==> src/design/jsu_pkg.sv <==
package jsu_pkg;

  localparam int MAX_WIDTH           = 24;
  localparam int LEN_WIDTH           = 24;
  localparam int GROUP_MAX           = 4;
  localparam int GROUP_CNT_WIDTH     = 3;
  localparam int DEFAULT_COUNT_WIDTH = 24;

  localparam logic [MAX_WIDTH-1:0] MAX_RESET = 24'd4096;

  // Input operations.
  localparam logic [1:0] OP_OPEN = 2'd0;
  localparam logic [1:0] OP_TEXT = 2'd1;
  localparam logic [1:0] OP_END  = 2'd2;

  // Result kinds.
  localparam logic [1:0] KIND_BYTE = 2'd0;
  localparam logic [1:0] KIND_DONE = 2'd1;
  localparam logic [1:0] KIND_ERR  = 2'd2;

  // Error codes.
  localparam logic [3:0] ERR_NONE         = 4'd0;
  localparam logic [3:0] ERR_UNTERMINATED = 4'd1;
  localparam logic [3:0] ERR_CONTROL      = 4'd2;
  localparam logic [3:0] ERR_OPEN_ESC     = 4'd3;
  localparam logic [3:0] ERR_UNKNOWN_ESC  = 4'd4;
  localparam logic [3:0] ERR_TRUNC_HEX    = 4'd5;
  localparam logic [3:0] ERR_NONHEX       = 4'd6;
  localparam logic [3:0] ERR_LONE_HIGH    = 4'd7;
  localparam logic [3:0] ERR_BAD_LOW      = 4'd8;
  localparam logic [3:0] ERR_LONE_LOW     = 4'd9;
  localparam logic [3:0] ERR_TOO_LONG     = 4'd10;

  typedef struct packed {
    logic [1:0] op;
    logic [7:0] data_byte;
  } jsu_in_t;

  typedef struct packed {
    logic [1:0]           kind;
    logic [7:0]           out_byte;
    logic [3:0]           error_code;
    logic [LEN_WIDTH-1:0] decoded_length;
    logic                 last;
  } jsu_out_t;

  typedef jsu_out_t [GROUP_MAX-1:0] jsu_group_t;

endpackage

==> src/design/json_string_unescaper_unit.sv <==
// JSON string body decoder.
// in_valid/in_ready/in_data carry one item a beat: an opening quote, a text
// byte, or end of input. out_valid/out_ready/out_data carry result beats:
// decoded UTF-8 bytes, a completion beat with the decoded length, or an error
// beat; last marks the final result caused by one input item.
// cfg_valid/cfg_ready/cfg_data write the decoded-length limit (always ready);
// write it only while no item is in flight.
// An accepted item waits in the input register until the result buffer is free;
// it is then decoded and its results are loaded into the result buffer.
// Throughput: one item per cycle while each item gives at most one result and
// the receiver takes each beat. An item with several results holds the buffer,
// which sends one beat per cycle; the next item waits in the input register.
// Reset closes any open string, clears the byte count and sets the limit to
// 4096. When the receiver stalls, the result buffer holds its beats, the input
// register fills behind it, and in_ready drops until beats drain.
module json_string_unescaper_unit #(
  parameter int COUNT_WIDTH = jsu_pkg::DEFAULT_COUNT_WIDTH
) (
  input  logic                          clk,
  input  logic                          rst,
  input  logic                          in_valid,
  output logic                          in_ready,
  input  jsu_pkg::jsu_in_t              in_data,
  output logic                          out_valid,
  input  logic                          out_ready,
  output jsu_pkg::jsu_out_t             out_data,
  input  logic                          cfg_valid,
  output logic                          cfg_ready,
  input  logic [jsu_pkg::MAX_WIDTH-1:0] cfg_data
);
  import jsu_pkg::*;

  jsu_in_t                    item;
  logic                       item_valid;
  logic [MAX_WIDTH-1:0]       byte_limit;
  logic                       commit;
  logic                       buf_free;
  jsu_group_t                 grp;
  logic [GROUP_CNT_WIDTH-1:0] grp_n;

  assign commit    = item_valid && buf_free;
  assign in_ready  = !item_valid || commit;
  assign cfg_ready = 1'b1;

  always_ff @(posedge clk) begin
    if (rst) begin
      item_valid <= 1'b0;
      byte_limit <= MAX_RESET;
    end else begin
      if (in_ready) item_valid <= in_valid;
      if (cfg_valid) byte_limit <= cfg_data;
    end
  end

  always_ff @(posedge clk) begin
    if (in_valid && in_ready) item <= in_data;
  end

  jsu_core #(
    .COUNT_WIDTH(COUNT_WIDTH)
  ) u_core (
    .clk      (clk),
    .rst      (rst),
    .step     (commit),
    .item     (item),
    .max_bytes(byte_limit),
    .res      (grp),
    .res_n    (grp_n)
  );

  jsu_obuf u_obuf (
    .clk      (clk),
    .rst      (rst),
    .load     (commit),
    .load_res (grp),
    .load_n   (grp_n),
    .free     (buf_free),
    .out_valid(out_valid),
    .out_ready(out_ready),
    .out_data (out_data)
  );

  a_close_is_last: assert property (@(posedge clk) disable iff (rst)
    out_valid && out_data.kind != KIND_BYTE |-> out_data.last)
    else $error("completion or error beat not marked last");

  a_held_item: assert property (@(posedge clk) disable iff (rst)
    item_valid && !commit |=> item_valid && $stable(item))
    else $error("pending item lost before decode");

endmodule

==> src/design/jsu_core.sv <==
module jsu_core #(
  parameter int COUNT_WIDTH = jsu_pkg::DEFAULT_COUNT_WIDTH
) (
  input  logic                                 clk,
  input  logic                                 rst,
  input  logic                                 step,
  input  jsu_pkg::jsu_in_t                     item,
  input  logic [jsu_pkg::MAX_WIDTH-1:0]        max_bytes,
  output jsu_pkg::jsu_group_t                  res,
  output logic [jsu_pkg::GROUP_CNT_WIDTH-1:0]  res_n
);
  import jsu_pkg::*;

  typedef enum logic [2:0] {
    PH_PLAIN   = 3'd0,
    PH_ESC     = 3'd1,
    PH_HEX1    = 3'd2,
    PH_WAIT_BS = 3'd3,
    PH_WAIT_U  = 3'd4,
    PH_HEX2    = 3'd5
  } phase_t;

  localparam int CMP_W = ((COUNT_WIDTH > MAX_WIDTH) ? COUNT_WIDTH : MAX_WIDTH) + 2;
  localparam logic [CMP_W-1:0] COUNT_MAX = CMP_W'((64'd1 << COUNT_WIDTH) - 64'd1);

  localparam logic [7:0] CH_QUOTE = 8'h22;
  localparam logic [7:0] CH_BSL   = 8'h5C;
  localparam logic [7:0] CH_SLASH = 8'h2F;
  localparam logic [7:0] CH_U     = 8'h75;
  localparam logic [7:0] CH_CTRL  = 8'h20;

  localparam logic [15:0] HIGH_LO = 16'hD800;
  localparam logic [15:0] HIGH_HI = 16'hDBFF;
  localparam logic [15:0] LOW_LO  = 16'hDC00;
  localparam logic [15:0] LOW_HI  = 16'hDFFF;
  localparam logic [20:0] SUPP_BASE = 21'h10000;

  function automatic logic [4:0] nibble_of(input logic [7:0] c);
    logic [4:0] r;
    r = 5'd16;
    if (c >= 8'h30 && c <= 8'h39) r = 5'(c - 8'h30);
    else if (c >= 8'h61 && c <= 8'h66) r = 5'(c - 8'h61 + 8'd10);
    else if (c >= 8'h41 && c <= 8'h46) r = 5'(c - 8'h41 + 8'd10);
    return r;
  endfunction

  function automatic jsu_out_t make_res(input logic [1:0] kind, input logic [7:0] b,
                                        input logic [3:0] code,
                                        input logic [LEN_WIDTH-1:0] len);
    jsu_out_t r;
    r.kind           = kind;
    r.out_byte       = b;
    r.error_code     = code;
    r.decoded_length = len;
    r.last           = 1'b0;
    return r;
  endfunction

  // String state.
  logic                   active;
  phase_t                 phase;
  logic [1:0]             hex_position;
  logic [15:0]            hex_accum;
  logic [9:0]             high_half;
  logic                   bad_hex_pending;
  logic [COUNT_WIDTH-1:0] decoded_count;

  logic                   active_next;
  phase_t                 phase_next;
  logic [1:0]             hex_position_next;
  logic [15:0]            hex_accum_next;
  logic [9:0]             high_half_next;
  logic                   bad_hex_pending_next;
  logic [COUNT_WIDTH-1:0] decoded_count_next;

  logic        do_fail;
  logic [3:0]  fail_code;
  logic        do_done;
  logic        do_cp;
  logic        raw_byte;
  logic        clear_count;
  logic [20:0] cp;
  logic [4:0]  nib;
  logic [15:0] win;
  logic        win_bad;
  logic [7:0]  seq [GROUP_MAX];
  logic [2:0]  seq_len;
  logic [GROUP_MAX-1:0] room_ok;
  logic [CMP_W-1:0]     cnt_plus [GROUP_MAX];
  logic        stop;
  logic [2:0]  emitted;

  always_comb begin
    nib                  = nibble_of(item.data_byte);
    win                  = nib[4] ? hex_accum : {hex_accum[11:0], nib[3:0]};
    win_bad              = bad_hex_pending | nib[4];
    active_next          = active;
    phase_next           = phase;
    hex_position_next    = hex_position;
    hex_accum_next       = hex_accum;
    high_half_next       = high_half;
    bad_hex_pending_next = bad_hex_pending;
    do_fail              = 1'b0;
    fail_code            = ERR_NONE;
    do_done              = 1'b0;
    do_cp                = 1'b0;
    raw_byte             = 1'b0;
    clear_count          = 1'b0;
    cp                   = '0;

    unique case (item.op)
      OP_OPEN: begin
        active_next          = 1'b1;
        phase_next           = PH_PLAIN;
        hex_position_next    = '0;
        hex_accum_next       = '0;
        high_half_next       = '0;
        bad_hex_pending_next = 1'b0;
        clear_count          = 1'b1;
      end
      OP_TEXT: begin
        if (active) begin
          unique case (phase) inside
            PH_PLAIN: begin
              if (item.data_byte == CH_QUOTE) begin
                do_done = 1'b1;
              end else if (item.data_byte < CH_CTRL) begin
                do_fail = 1'b1; fail_code = ERR_CONTROL;
              end else if (item.data_byte == CH_BSL) begin
                phase_next = PH_ESC;
              end else begin
                // Plain text bytes pass through as they are, without re-encoding.
                do_cp = 1'b1; raw_byte = 1'b1; cp = 21'(item.data_byte);
              end
            end
            PH_ESC: begin
              phase_next = PH_PLAIN;
              do_cp      = 1'b1;
              case (item.data_byte)
                CH_QUOTE: cp = 21'(CH_QUOTE);
                CH_BSL:   cp = 21'(CH_BSL);
                CH_SLASH: cp = 21'(CH_SLASH);
                8'h62:    cp = 21'h08;
                8'h66:    cp = 21'h0C;
                8'h6E:    cp = 21'h0A;
                8'h72:    cp = 21'h0D;
                8'h74:    cp = 21'h09;
                CH_U: begin
                  do_cp                = 1'b0;
                  phase_next           = PH_HEX1;
                  hex_position_next    = '0;
                  hex_accum_next       = '0;
                  bad_hex_pending_next = 1'b0;
                end
                default: begin
                  do_cp = 1'b0; do_fail = 1'b1; fail_code = ERR_UNKNOWN_ESC;
                end
              endcase
            end
            PH_HEX1, PH_HEX2: begin
              hex_accum_next       = win;
              bad_hex_pending_next = win_bad;
              if (hex_position == 2'd3) begin
                // The window is complete: a bad digit is reported only now.
                hex_position_next = '0;
                hex_accum_next    = '0;
                if (win_bad) begin
                  do_fail = 1'b1; fail_code = ERR_NONHEX;
                end else if (phase == PH_HEX1) begin
                  if (win >= HIGH_LO && win <= HIGH_HI) begin
                    high_half_next = win[9:0];
                    phase_next     = PH_WAIT_BS;
                  end else if (win >= LOW_LO && win <= LOW_HI) begin
                    do_fail = 1'b1; fail_code = ERR_LONE_LOW;
                  end else begin
                    phase_next = PH_PLAIN;
                    do_cp      = 1'b1;
                    cp         = 21'(win);
                  end
                end else begin
                  if (win < LOW_LO || win > LOW_HI) begin
                    do_fail = 1'b1; fail_code = ERR_BAD_LOW;
                  end else begin
                    phase_next = PH_PLAIN;
                    do_cp      = 1'b1;
                    cp         = SUPP_BASE + {1'b0, high_half, win[9:0]};
                  end
                end
              end else begin
                hex_position_next = hex_position + 2'd1;
              end
            end
            PH_WAIT_BS: begin
              if (item.data_byte == CH_BSL) phase_next = PH_WAIT_U;
              else begin
                do_fail = 1'b1; fail_code = ERR_LONE_HIGH;
              end
            end
            PH_WAIT_U: begin
              if (item.data_byte == CH_U) begin
                phase_next           = PH_HEX2;
                hex_position_next    = '0;
                hex_accum_next       = '0;
                bad_hex_pending_next = 1'b0;
              end else begin
                do_fail = 1'b1; fail_code = ERR_LONE_HIGH;
              end
            end
            default: begin
              do_fail = 1'b1; fail_code = ERR_UNTERMINATED;
            end
          endcase
        end
      end
      OP_END: begin
        if (active) begin
          do_fail = 1'b1;
          case (phase) inside
            PH_PLAIN:              fail_code = ERR_UNTERMINATED;
            PH_ESC:                fail_code = ERR_OPEN_ESC;
            PH_HEX1, PH_HEX2:      fail_code = ERR_TRUNC_HEX;
            PH_WAIT_BS, PH_WAIT_U: fail_code = ERR_LONE_HIGH;
            default:               fail_code = ERR_UNTERMINATED;
          endcase
        end
      end
      default: begin
      end
    endcase
  end

  // UTF-8 encoding of the code point.
  always_comb begin
    seq[0] = '0; seq[1] = '0; seq[2] = '0; seq[3] = '0;
    if (raw_byte || cp < 21'h80) begin
      seq[0]  = cp[7:0];
      seq_len = 3'd1;
    end else if (cp < 21'h800) begin
      seq[0]  = {3'b110, cp[10:6]};
      seq[1]  = {2'b10, cp[5:0]};
      seq_len = 3'd2;
    end else if (cp < 21'h10000) begin
      seq[0]  = {4'b1110, cp[15:12]};
      seq[1]  = {2'b10, cp[11:6]};
      seq[2]  = {2'b10, cp[5:0]};
      seq_len = 3'd3;
    end else begin
      seq[0]  = {5'b11110, cp[20:18]};
      seq[1]  = {2'b10, cp[17:12]};
      seq[2]  = {2'b10, cp[11:6]};
      seq[3]  = {2'b10, cp[5:0]};
      seq_len = 3'd4;
    end
  end

  // Result group; a byte that would overrun the limit becomes the too-long error.
  always_comb begin
    res     = '0;
    res_n   = '0;
    stop    = 1'b0;
    emitted = '0;
    for (int i = 0; i < GROUP_MAX; i++) begin
      cnt_plus[i] = CMP_W'(decoded_count) + CMP_W'(i);
      room_ok[i]  = (cnt_plus[i] < CMP_W'(max_bytes)) && (cnt_plus[i] < COUNT_MAX);
    end
    if (do_done) begin
      res[0] = make_res(KIND_DONE, 8'd0, ERR_NONE, LEN_WIDTH'(decoded_count));
      res_n  = 3'd1;
    end else if (do_fail) begin
      res[0] = make_res(KIND_ERR, 8'd0, fail_code, '0);
      res_n  = 3'd1;
    end else if (do_cp) begin
      for (int i = 0; i < GROUP_MAX; i++) begin
        if (!stop && (3'(i) < seq_len)) begin
          if (room_ok[i]) begin
            res[i]  = make_res(KIND_BYTE, seq[i], ERR_NONE, '0);
            emitted = emitted + 3'd1;
          end else begin
            res[i] = make_res(KIND_ERR, 8'd0, ERR_TOO_LONG, '0);
            stop   = 1'b1;
          end
          res_n = res_n + 3'd1;
        end
      end
    end
    decoded_count_next = clear_count ? '0 : decoded_count + COUNT_WIDTH'(emitted);
  end

  always_ff @(posedge clk) begin
    if (rst) begin
      active          <= 1'b0;
      phase           <= PH_PLAIN;
      hex_position    <= '0;
      hex_accum       <= '0;
      high_half       <= '0;
      bad_hex_pending <= 1'b0;
      decoded_count   <= '0;
    end else if (step) begin
      decoded_count <= decoded_count_next;
      if (do_done || do_fail || stop) begin
        active          <= 1'b0;
        phase           <= PH_PLAIN;
        hex_position    <= '0;
        hex_accum       <= '0;
        high_half       <= '0;
        bad_hex_pending <= 1'b0;
      end else begin
        active          <= active_next;
        phase           <= phase_next;
        hex_position    <= hex_position_next;
        hex_accum       <= hex_accum_next;
        high_half       <= high_half_next;
        bad_hex_pending <= bad_hex_pending_next;
      end
    end
  end

  a_count_bounded: assert property (@(posedge clk) disable iff (rst)
    step && do_cp && !stop |-> emitted == seq_len)
    else $error("byte count does not match the encoded length");

  a_idle_in_plain: assert property (@(posedge clk) disable iff (rst)
    !active |-> phase == PH_PLAIN && hex_position == 2'd0 && !bad_hex_pending)
    else $error("closed string left escape state behind");

  a_one_result_on_close: assert property (@(posedge clk) disable iff (rst)
    (do_done || do_fail) |-> res_n == 3'd1)
    else $error("completion or fault gave more than one result");

endmodule

==> src/design/jsu_obuf.sv <==
module jsu_obuf (
  input  logic                                clk,
  input  logic                                rst,
  input  logic                                load,
  input  jsu_pkg::jsu_group_t                 load_res,
  input  logic [jsu_pkg::GROUP_CNT_WIDTH-1:0] load_n,
  output logic                                free,
  output logic                                out_valid,
  input  logic                                out_ready,
  output jsu_pkg::jsu_out_t                   out_data
);
  import jsu_pkg::*;

  jsu_group_t                 group;
  logic [GROUP_CNT_WIDTH-1:0] pend;
  logic [1:0]                 rd;

  // A new group may be loaded once the current one has its final beat taken.
  assign free      = (pend == '0) || (pend == 3'd1 && out_ready);
  assign out_valid = (pend != '0);

  always_comb begin
    out_data      = group[rd];
    out_data.last = (pend == 3'd1);
  end

  always_ff @(posedge clk) begin
    if (rst) begin
      pend <= '0;
      rd   <= '0;
    end else if (load) begin
      pend <= load_n;
      rd   <= '0;
    end else if (out_valid && out_ready) begin
      pend <= pend - 3'd1;
      rd   <= rd + 2'd1;
    end
  end

  always_ff @(posedge clk) begin
    if (load) group <= load_res;
  end

  a_load_when_free: assert property (@(posedge clk) disable iff (rst)
    load |-> free)
    else $error("group loaded over undelivered results");

  a_group_size: assert property (@(posedge clk) disable iff (rst)
    load |-> load_n <= 3'd4)
    else $error("result group larger than four");

  a_loaded_shows: assert property (@(posedge clk) disable iff (rst)
    load && load_n != '0 |=> out_valid && rd == 2'd0)
    else $error("loaded group not presented");

endmodule

==> config.mk <==
export PLATFORM = sky130hd
export DESIGN_NAME = json_string_unescaper_unit
export DESIGN_NICKNAME = d
export VERILOG_FILES = /design/src/design/jsu_pkg.sv /design/src/design/json_string_unescaper_unit.sv /design/src/design/jsu_core.sv /design/src/design/jsu_obuf.sv
export SDC_FILE = /design/constraint.sdc
export NUM_CORES = 1
export LEC_CHECK = 0
export BUFFER_PORTS_ARGS = -buffer_cell sky130_fd_sc_hd__buf_2
export CAP_MARGIN = 15
export CORE_ASPECT_RATIO = 1.2
export CORE_UTILIZATION = 62
export CTS_CLUSTER_SIZE = 20
export DETAILED_ROUTE_END_ITERATION = 10
export HOLD_SLACK_MARGIN = 0.1
export PLACE_DENSITY = 0.85
export SLEW_MARGIN = 40
export SYNTH_ARGS = -nofsm -noshare
export SYNTH_HDL_FRONTEND = slang
export SYNTH_SLANG_ARGS = --single-unit
==> constraint.sdc <==
create_clock -name clk -period 8.7 [get_ports clk]
set_input_delay 1.305 -clock clk [delete_from_list [all_inputs] [get_ports clk]]
set_output_delay 1.305 -clock clk [all_outputs]
set_load 0.005 [all_outputs]
## Word level (Yosys, flattened, before mapping)

Index checks and enable logic that the tools add are counted.

| word-level totals | value |
|---|---|
| output and inout port bits | 42 |
| register bits | 253 |
| input bits | 39 |
| logic and storage cells | 376 |

| cells by class | value |
|---|---|
| add/subtract/negate cells | 19 |
| order comparisons | 29 |
| equal/unequal tests | 36 |
| reduce and logical (&&, ||, !) cells | 53 |
| bitwise gates (word level) | 10 |
| multiplexer cells | 194 |

Operators with widths:

| kind | count |
|---|---|
| 2-to-1 mux 39 bit | 8 |
| 2-to-1 mux 21 bit | 10 |
| 2-to-1 mux 3 bit | 56 |
| 2-to-1 mux 16 bit | 8 |
| 2-to-1 mux 24 bit | 4 |
| binary-select mux 39 bit (select 2 bit) | 1 |
| less-than comparator 26 x 24 -> 1 bit | 3 |
| less-than comparator 26 x 24 -> 1 bit (second input constant) | 3 |
| 2-to-1 mux 10 bit | 7 |
| case mux 16 bit (2 select lines) | 2 |
| case mux 21 bit (3 select lines) | 1 |
| 2-to-1 mux 1 bit | 59 |
| equality test 8 x 7 -> 1 bit (second input constant) | 7 |
| case mux 7 bit (8 select lines) | 1 |
| adder 24 x 2 -> 25 bit (second input constant) | 2 |
| 2-to-1 mux 4 bit | 12 |
| greater-or-equal comparator 16 bit (second input constant) | 2 |
| <= comparator 16 bit (second input constant) | 2 |
| adder 24 x 1 -> 25 bit (second input constant) | 1 |
| 2-to-1 mux 25 bit | 1 |
| adder 24 x 3 -> 24 bit | 1 |
| less-than comparator 24 bit | 1 |
| less-than comparator 24 bit (second input constant) | 1 |
| 2-to-1 mux 8 bit | 3 |
| 65 further kinds | 145 |

## Longest topological paths before layout

Gate-level depths: netlist (run 1).

| logic depth | value |
|---|---|
| depth in word-level cells | 46 |
| mapped depth | 31 |

## Hierarchy

From an unflattened synthesis (run 1), not the netlist that was laid out.

| second synthesis, totals | value |
|---|---|
| cells, all modules | 1589 |
| area, all modules | 16269.4 um^2 |

By module, submodules not included:

| module | area an instance (um^2) | cells an instance | times used |
|---|---|---|---|
| jsu_core | 9257.6 | 1256 | 1 |
| jsu_obuf | 5775.5 | 237 | 1 |
| json_string_unescaper_unit | 1236.2 | 96 | 1 |

## Worst setup path after synthesis (run 1)

OpenSTA, ideal clock, no wires.

| timing | value |
|---|---|
| kind | reg2reg |
| from | register u_core.decoded_count[1] |
| to | register u_core.decoded_count[18] |
| library setup time | 71 ps |
| data required time | 8629 ps |
| path buffers | 1 |
| clock period less this slack | 5989 ps |
| setup slack | 2711 ps |
| stages on the path, launching flop included | 29 |
| data arrival time | 5919 ps |
| cell sequence | dfxtp_1 > ha_1 > clkbuf_1 > nand3_1 > or4_1 > nand2_1 > ha_1 > o21ai_0 > o21ai_0 > nand3_1 > or3_1 > o2111ai_1 > nor2_1 > ha_1 > o21a_1 > ha_1 > mux2i_1 > inv_1 > ha_1 > o21ai_0 > a21oi_1 > fa_1 > a21oi_1 > nor3b_1 > nand2_1 > nor2_1 > nand3_1 > or3_1 > a21oi_1 |

| between the ends | value |
|---|---|
| word-level cells in the longest chain between the ends | 27 |

RTL lines:

| element | RTL line | text |
|---|---|---|
| start: declaration | jsu_core.sv:66 | `logic [COUNT_WIDTH-1:0] decoded_count;` |
| start signal: assignment | jsu_core.sv:299 | `decoded_count <= decoded_count_next;` |
| less-than comparator 24 bit | jsu_core.sv:264 | `room_ok[i] = (cnt_plus[i] < CMP_W'(max_bytes)) && (cnt_plus[i] < COUNT_MAX);` |
| logical AND 1 bit | jsu_core.sv:264 |  |
| 2-to-1 mux 1 bit | jsu_core.sv:275 | `if (room_ok[i]) begin` |
| 2-to-1 mux 3 bit or 2-to-1 mux 1 bit (tied branches) | jsu_core.sv:274 | `if (!stop && (3'(i) < seq_len)) begin` |
| 2-to-1 mux 3 bit or 2-to-1 mux 1 bit (tied branches) | jsu_core.sv:272 | `end else if (do_cp) begin` |
| 2-to-1 mux 3 bit or 2-to-1 mux 1 bit (tied branches) | jsu_core.sv:269 | `end else if (do_fail) begin` |
| 2-to-1 mux 3 bit or 2-to-1 mux 1 bit (tied branches) | jsu_core.sv:266 | `if (do_done) begin` |
| adder 3 x 1 -> 3 bit or zero test 1 bit (tied branches) | jsu_core.sv:277, jsu_core.sv:274 |  |
| [11 not listed] | - |  |
| adder 3 x 1 -> 3 bit or zero test 1 bit (tied branches) | jsu_core.sv:277, jsu_core.sv:274 |  |
| 2-to-1 mux 3 bit or logical AND 1 bit (tied branches) | jsu_core.sv:275, jsu_core.sv:274 |  |
| 2-to-1 mux 3 bit | jsu_core.sv:274 |  |
| 2-to-1 mux 3 bit | jsu_core.sv:272 |  |
| 2-to-1 mux 3 bit | jsu_core.sv:269 |  |
| 2-to-1 mux 3 bit | jsu_core.sv:266 |  |
| adder 24 x 3 -> 24 bit * | jsu_core.sv:286 | `decoded_count_next = clear_count ? '0 : decoded_count + COUNT_WIDTH'(emitted);` |
| 2-to-1 mux 24 bit * | jsu_core.sv:286 |  |

Mark *: on every way between the ends. The rest lies on a longest branch, timed or not. The select of a mux whose other input is x is not followed.
A chain may end at the register's enable or synchronous reset.

## Final worst setup path (run 1)

| timing | value |
|---|---|
| from | register u_core.decoded_count[12] |
| to | register u_core.decoded_count[20] |

The elaborated chain is that of the path after synthesis.

==> flow_summary.toml, run 1 <==
[outcome]
outcome = "complete, no violations"

[cells_and_area]
drive_gt1_share_pct = 11.62
final_area_um2 = 13590
final_nets = 1626
area_delta_synth_final_pct = 9.198
layoutNonFillerInstCount = 1743

[detailed_routing]
routedWlPerCell_um = 23.61
wl_um = 41160
vias = 11610
drtIter0Drc = 1063
viasPerCell = 6.662
route.detailed.drc = 0
route.antenna.remaining_nets = 0
drtPass1Iterations = 7

[yosys]
synth-seq-area-share_pct = 31.36
yosysUniqueCellTypes = 100
yosys_warnings = 0
synth_edf_count = 72
synth_common_cells = "nor2_1 (157), ha_1 (119), nand2_1 (106), dfxtp_1 (87), a21oi_1 (74)"
async_reset_ff_share_pct = 0
synth.cell_area_um2 = 12450
ys.flop_type = "dfxtp_1"
postSynthRegisterBits = 159
yosysTopAreaCellShare_pct = 17.37
yosysMostFrequentCell = "nor2_1"
syn-instance-count = 1431
synth_area_leader_cell = "edfxtp_1"
synth_area_leaders = "edfxtp_1 (17%), dfxtp_1 (14%), ha_1 (12%)"
avgSynthCellArea_um2 = 8.698

[floorplanning]
dieHeight_um = 157.2
die_w_um = 131.3
ios = 81
initial_core_util_pct = 63.44
dieArea_um2 = 20650
fp-row-count = 56
core_um2 = 19620

[global_route]
antenna_found_initial = 2
grt_usage_pct = 40.36
overflow = 0
grt_pass1_vias = 11350
grt_max_degree = 76
grt_pass1_wl_um = 63310

[place]
dp.cells = 1709
hpwlAfterDp_um = 31320
postPlaceCellArea_um2 = 12950
routabilityCongestion = 1.057
port_buffers = 79

[clock_network]
cts_buffers = 17
root_buffer = "clkbuf_16"
cts_max_path_buffers = 2
path_clk_slew_ns = 0.08
clock-sinks = 159
cts_tree = "yes"
post_cts_buffers = 0
clock_latency_ns = 0.45
cts.repair.resized = 0
h-tree-depth = 4
holdBufCountCts = 0

[run]
maxCapViolCount = 0

[pwr]
leakage_nw = 5.530
p_total_w = 0.002166
power_density_nw_per_um2 = 159.4
ir_worst_vdd_v = 0.0001353

[sta]
grt_setup_unrepaired = "no"
max-slew-margin-rel_pct = 38.74
skew_ns = 0.01162
fmax_ghz = 0.1310
worst_pin_slew_ns = 0.9128
setup_violations = 0
hold_viol_final = 0
min_period_ns = 7.632
whs_ns = 0.4783
drv_slew = 0
period_share_pct = 87.72
fin_tns_setup_ns = 0

[worst_setup_path]
crit_path_end_kind = "flip-flop"
critPathArrivalTime_ns = 8.00
path_class = "flip-flop to flip-flop"
required_ns = 9.07
startpoint_type = "flip-flop"
crit_fanout = 14

[min_path]
hp-class = "flip-flop to flip-flop"
## cell type report
type,instances,area [µm²]
antenna,2,5.005
clock buffer,17,425.4
clock inverter,15,203.9
fill,1605,6027
inverter,72,270.3
multi-input combinational,1129,7988
sequential,159,3904
tap,261,326.6
timing repair buffer,88,469.2
## per-stage QoR
stage               util [%]  setup slack [ns]
detailed placement     66.03             1.286
CTS                    69.23             1.236
global placement       65.89             1.382
global route           69.28            0.5792
finish                 69.28             1.068
floorplan                  -             2.711
## worst max-delay path, cell delays in order (launching register included)
cell       delay (ns)
dfxtp_1          0.73
and3_1           0.48
nand4_1          0.47
or4_1            0.64
nand2_1          0.09
ha_1             0.24
a211oi_1         0.29
o21ai_0          0.13
nand3_1          0.15
nand3b_1         0.14
o2111ai_1        0.15
nor2_1           0.28
ha_1             0.28
o21a_1           0.21
ha_1             0.28
mux2i_1          0.18
inv_1            0.07
ha_1             0.27
o21ai_0          0.08
a21oi_1          0.31
fa_1             0.28
a21oi_1          0.08
nor3b_1          0.35
nand2_1          0.19
nor2_1           0.41
nand3_1          0.26
or3_1            0.37
a21oi_1          0.14
## power breakdown
part / total (W) / leakage, nW / switching, W / internal, W
Combinational: 0.000472 / 3.83 / 0.000287 / 0.000185
Clock: 0.000795 / 0.303 / 0.000397 / 0.000398
Sequential: 0.000899 / 1.40 / 0.0000334 / 0.000865
Total: 0.00217 / 5.53 / 0.000718 / 0.00145
## path summary, 6_finish.rpt
kind / slack (ns) / from / depth (start not counted) / endpoint
setup / recovery: 1.07 / u_core.decoded_count[12] / 27 / u_core.decoded_count[20]
hold / removal: 0.48 / u_core.hex_position[1] / 2 / u_core.hex_position[1]
setup reg to reg: 1.07 / u_core.decoded_count[12] / 27 / u_core.decoded_count[20]
hold reg to reg: 0.48 / u_core.hex_position[1] / 2 / u_core.hex_position[1]
## flip-flops by register name (all words and copies together) (netlist names), 3 cells and up
signal,count
u_core.decoded_count,24
u_obuf.group,62
item,10
u_core.high_half,10
byte_limit,24
u_obuf.pend,3
u_core.hex_accum,16
u_core.phase,3
## placed cells by master, fill, tap and decap left out, types with 15 or more instances in the layout
master,instances
or3_1,22
nor3_1,28
a22o_1,18
nor2b_1,16
o21ai_0,59
edfxtp_1,72
buf_2,78
a21o_1,19
a211oi_1,15
xor2_1,35
nand3_1,43
clkbuf_16,17
and2_1,59
mux2i_1,33
nor2_1,155
dfxtp_1,87
xnor2_1,41
ha_1,119
a21oi_1,73
inv_1,69
nand2_1,105
nand4_1,34
## cells by family (layout without fill, tap and decap cells)
kind of cell             after synthesis  count (layout)  synth area share [%]
other                                  1               4               0.03013
AND/OR/NAND/NOR                      558             558                 23.36
buffers and inverters                144             192                 4.715
flip-flops                           159             159                 31.36
multiplexers                          41              41                 4.011
AO/OA/AOI/OAI                        331             331                 18.97
adder cells (fa/ha/maj)              121             121                 12.20
XOR/XNOR                              76              76                 5.348
## per-layer routing
metal | wire (µm) | vias up | global-route usage, %
li1 | - | 5345 | -
met1 | 14560 | 5511 | 40.75
met2 | 20790 | 564 | 74.85
met3 | 2336 | 192 | 5.636
met4 | 3474 | 0 | 32.83
met5 | 0 | - | 0
Note: power is estimated with default switching activity, not from simulation.
==> run 2: changes to the inputs <==
PLACE_DENSITY = 0.9   (was 0.85)
==> run 2 against run 1 <==
  * Fmax is 1.1% lower
  * Clock power is 0.5% higher
  * Hold slack gained 0.0072 ns
  * Clock skew rose by 0.0018 ns
  * Final cell count grew 0.40%
  * Register-to-register slack got worse by 0.08 ns
  * First-iteration DRC count grew 9.7%
  * Sequential cell count did not move
  * Non-clock buffer count is 6 higher
  * Clock-buffer cell count stayed put
  * Combinational power fell by 4%
  * Via count is 1.6% higher
==> flow_summary.toml, run 2 (synthesis results as in run 1) <==
[global_route]
use_met2_pct = 74.32
grt_usage_pct = 41.06
busiest_layer = "met2"
met1_usage_pct = 41.64
grt_max_degree = 77
grt_pass1_wl_um = 63770
use_met3_pct = 6.441
overflow = 0
antenna_found_initial = 3
grt_pass1_vias = 11480

[worst_setup_path]
required_ns = 9.06
critPathArrivalTime_ns = 8.07
crit-reg2reg-launch = "u_core.decoded_count[10]"
r2r-end = "u_core.decoded_count[20]"
crit_path_end_kind = "flip-flop"
r2r_setup_slack_ns = 0.99
crit_fanout = 15
reg2reg_depth = 27
path_class = "flip-flop to flip-flop"
startpoint_type = "flip-flop"

[floorplanning]
initial_core_util_pct = 63.44
core_um2 = 19620
die_w_um = 131.3
ios = 81
dieArea_um2 = 20650
fp-row-count = 56
dieHeight_um = 157.2

[cells_and_area]
final_cell_mix = "nor2_1 (157), ha_1 (119), nand2_1 (105)"
largest_reg_flops = 62
drive_gt1_share_pct = 11.91
final_nets = 1632
area_delta_synth_final_pct = 9.550
top_register = "u_obuf.group"
top_regs = "u_obuf.group x62, byte_limit x24, u_core.decoded_count x24"
final_common_cell = "nor2_1"

[clock_network]
cts.repair.resized = 0
cts_tree = "yes"
root_buffer = "clkbuf_16"
cts_max_path_buffers = 2
post_cts_buffers = 0
path_clk_slew_ns = 0.08
clock_latency_ns = 0.45
holdBufCountCts = 0
clock-sinks = 159
h-tree-depth = 4
cts_buffers = 17

[sta]
worst_pin_slew_ns = 0.8343
fin_tns_setup_ns = 0
drv_slew = 0
grt_setup_unrepaired = "no"
skew_ns = 0.01340
max-slew-margin-rel_pct = 44.38
whs_ns = 0.4855
period_share_pct = 88.66
hold_viol_final = 0
setup_violations = 0
fmax_ghz = 0.1296
min_period_ns = 7.713

[min_path]
hold_start = "u_core.high_half[5]"
holdPathStages = 2
min_to = "u_core.high_half[5]"
hp-class = "flip-flop to flip-flop"

[detailed_routing]
vias = 11800
route.antenna.remaining_nets = 0
drtPass1Iterations = 5
viasPerCell = 6.741
route.detailed.drc = 0
wl_um = 42000
drtIter0Drc = 1166
routedWlPerCell_um = 24.00

[pwr]
power_density_nw_per_um2 = 159.0
ir_worst_vdd_v = 0.0001344
leakage_nw = 5.557

[outcome]
outcome = "complete, no violations"

[place]
routabilityCongestion = 1.112
port_buffers = 79
hpwlAfterDp_um = 32270

[run]
maxCapViolCount = 0
-- run 2: cell types whose count changed in the layout (fill, tap and decap cells not counted), sizes merged --
cell / previous run / this run
buf: 88 / 94
diode: 2 / 3
clkinv: 8 / 10
inv: 79 / 77
-- run 2: how the worst max path moves through the flow --
stage | startpoint | endpoint | slack, ns
3_3_place_gp | u_core.decoded_count[7] | u_core.decoded_count[18] | 1.43
4_1_cts | u_core.decoded_count[10] | u_core.decoded_count[20] | 1.14
2_1_floorplan | u_core.decoded_count[1] | u_core.decoded_count[18] | 2.71
5_1_grt | u_core.decoded_count[10] | u_core.decoded_count[18] | 0.52
3_5_place_dp | u_core.decoded_count[10] | u_core.decoded_count[20] | 1.27
6_report | u_core.decoded_count[10] | u_core.decoded_count[20] | 0.99
-- run 2: worst max-delay path: stages (launching register included) --
cell and delay (ns):
dfxtp_1 0.76, and3_1 0.43, nand4_1 0.45, or4_1 0.65, nand2_1 0.09, ha_1 0.24
a211oi_1 0.30, o21ai_0 0.13, nand3_1 0.13, nand3b_1 0.13, o2111ai_1 0.16, nor2_1 0.30
ha_1 0.29, o21a_1 0.22, ha_1 0.28, mux2i_1 0.22, inv_1 0.08, ha_1 0.30
o21ai_0 0.08, a21oi_1 0.30, fa_1 0.29, a21oi_1 0.10, nor3b_1 0.36, nand2_1 0.18
nor2_1 0.43, nand3_1 0.24, or3_1 0.36, a21oi_1 0.14
-- run 2: metal layers --
metal	part of all wire [%]	wire (µm)	up-vias
met5	0	0	-
met4	8.7	3650	0
met3	6.0	2518	230
met2	51	21240	657
met1	35	14590	5531
li1	-	-	5379
-- run 2: per-stage QoR --
step	instance area, µm²	power (W)	worst slack [ns]	std cells	util (%)
after detailed placement	12980	0.001379	1.274	1715	66.15
final	13640	0.002169	0.9867	1750	69.50
after CTS	13610	0.002163	1.144	1747	69.39
after global routing	13640	0.002238	0.5175	1750	69.50
after global placement	12970	0.001363	1.432	1715	66.10
after floorplan	12450	0.001197	2.711	1432	-
-- run 2: power by group --
group	switching, W	internal, W	leakage, nW
Clock	0.000401	0.000399	0.303
Sequential	0.0000491	0.000866	1.40
Combinational	0.000271	0.000183	3.86
-- run 2: cell type report --
cell class | instances | area, µm²
flip-flops and latches | 159 | 3905
clock buffers | 17 | 425.4
clock inverters | 15 | 209.0
multi-input cells | 1129 | 7980
fillers | 1548 | 5983
diodes | 3 | 7.507
inverters | 72 | 270.3
repair buffers | 94 | 511.7
well taps | 261 | 326.6
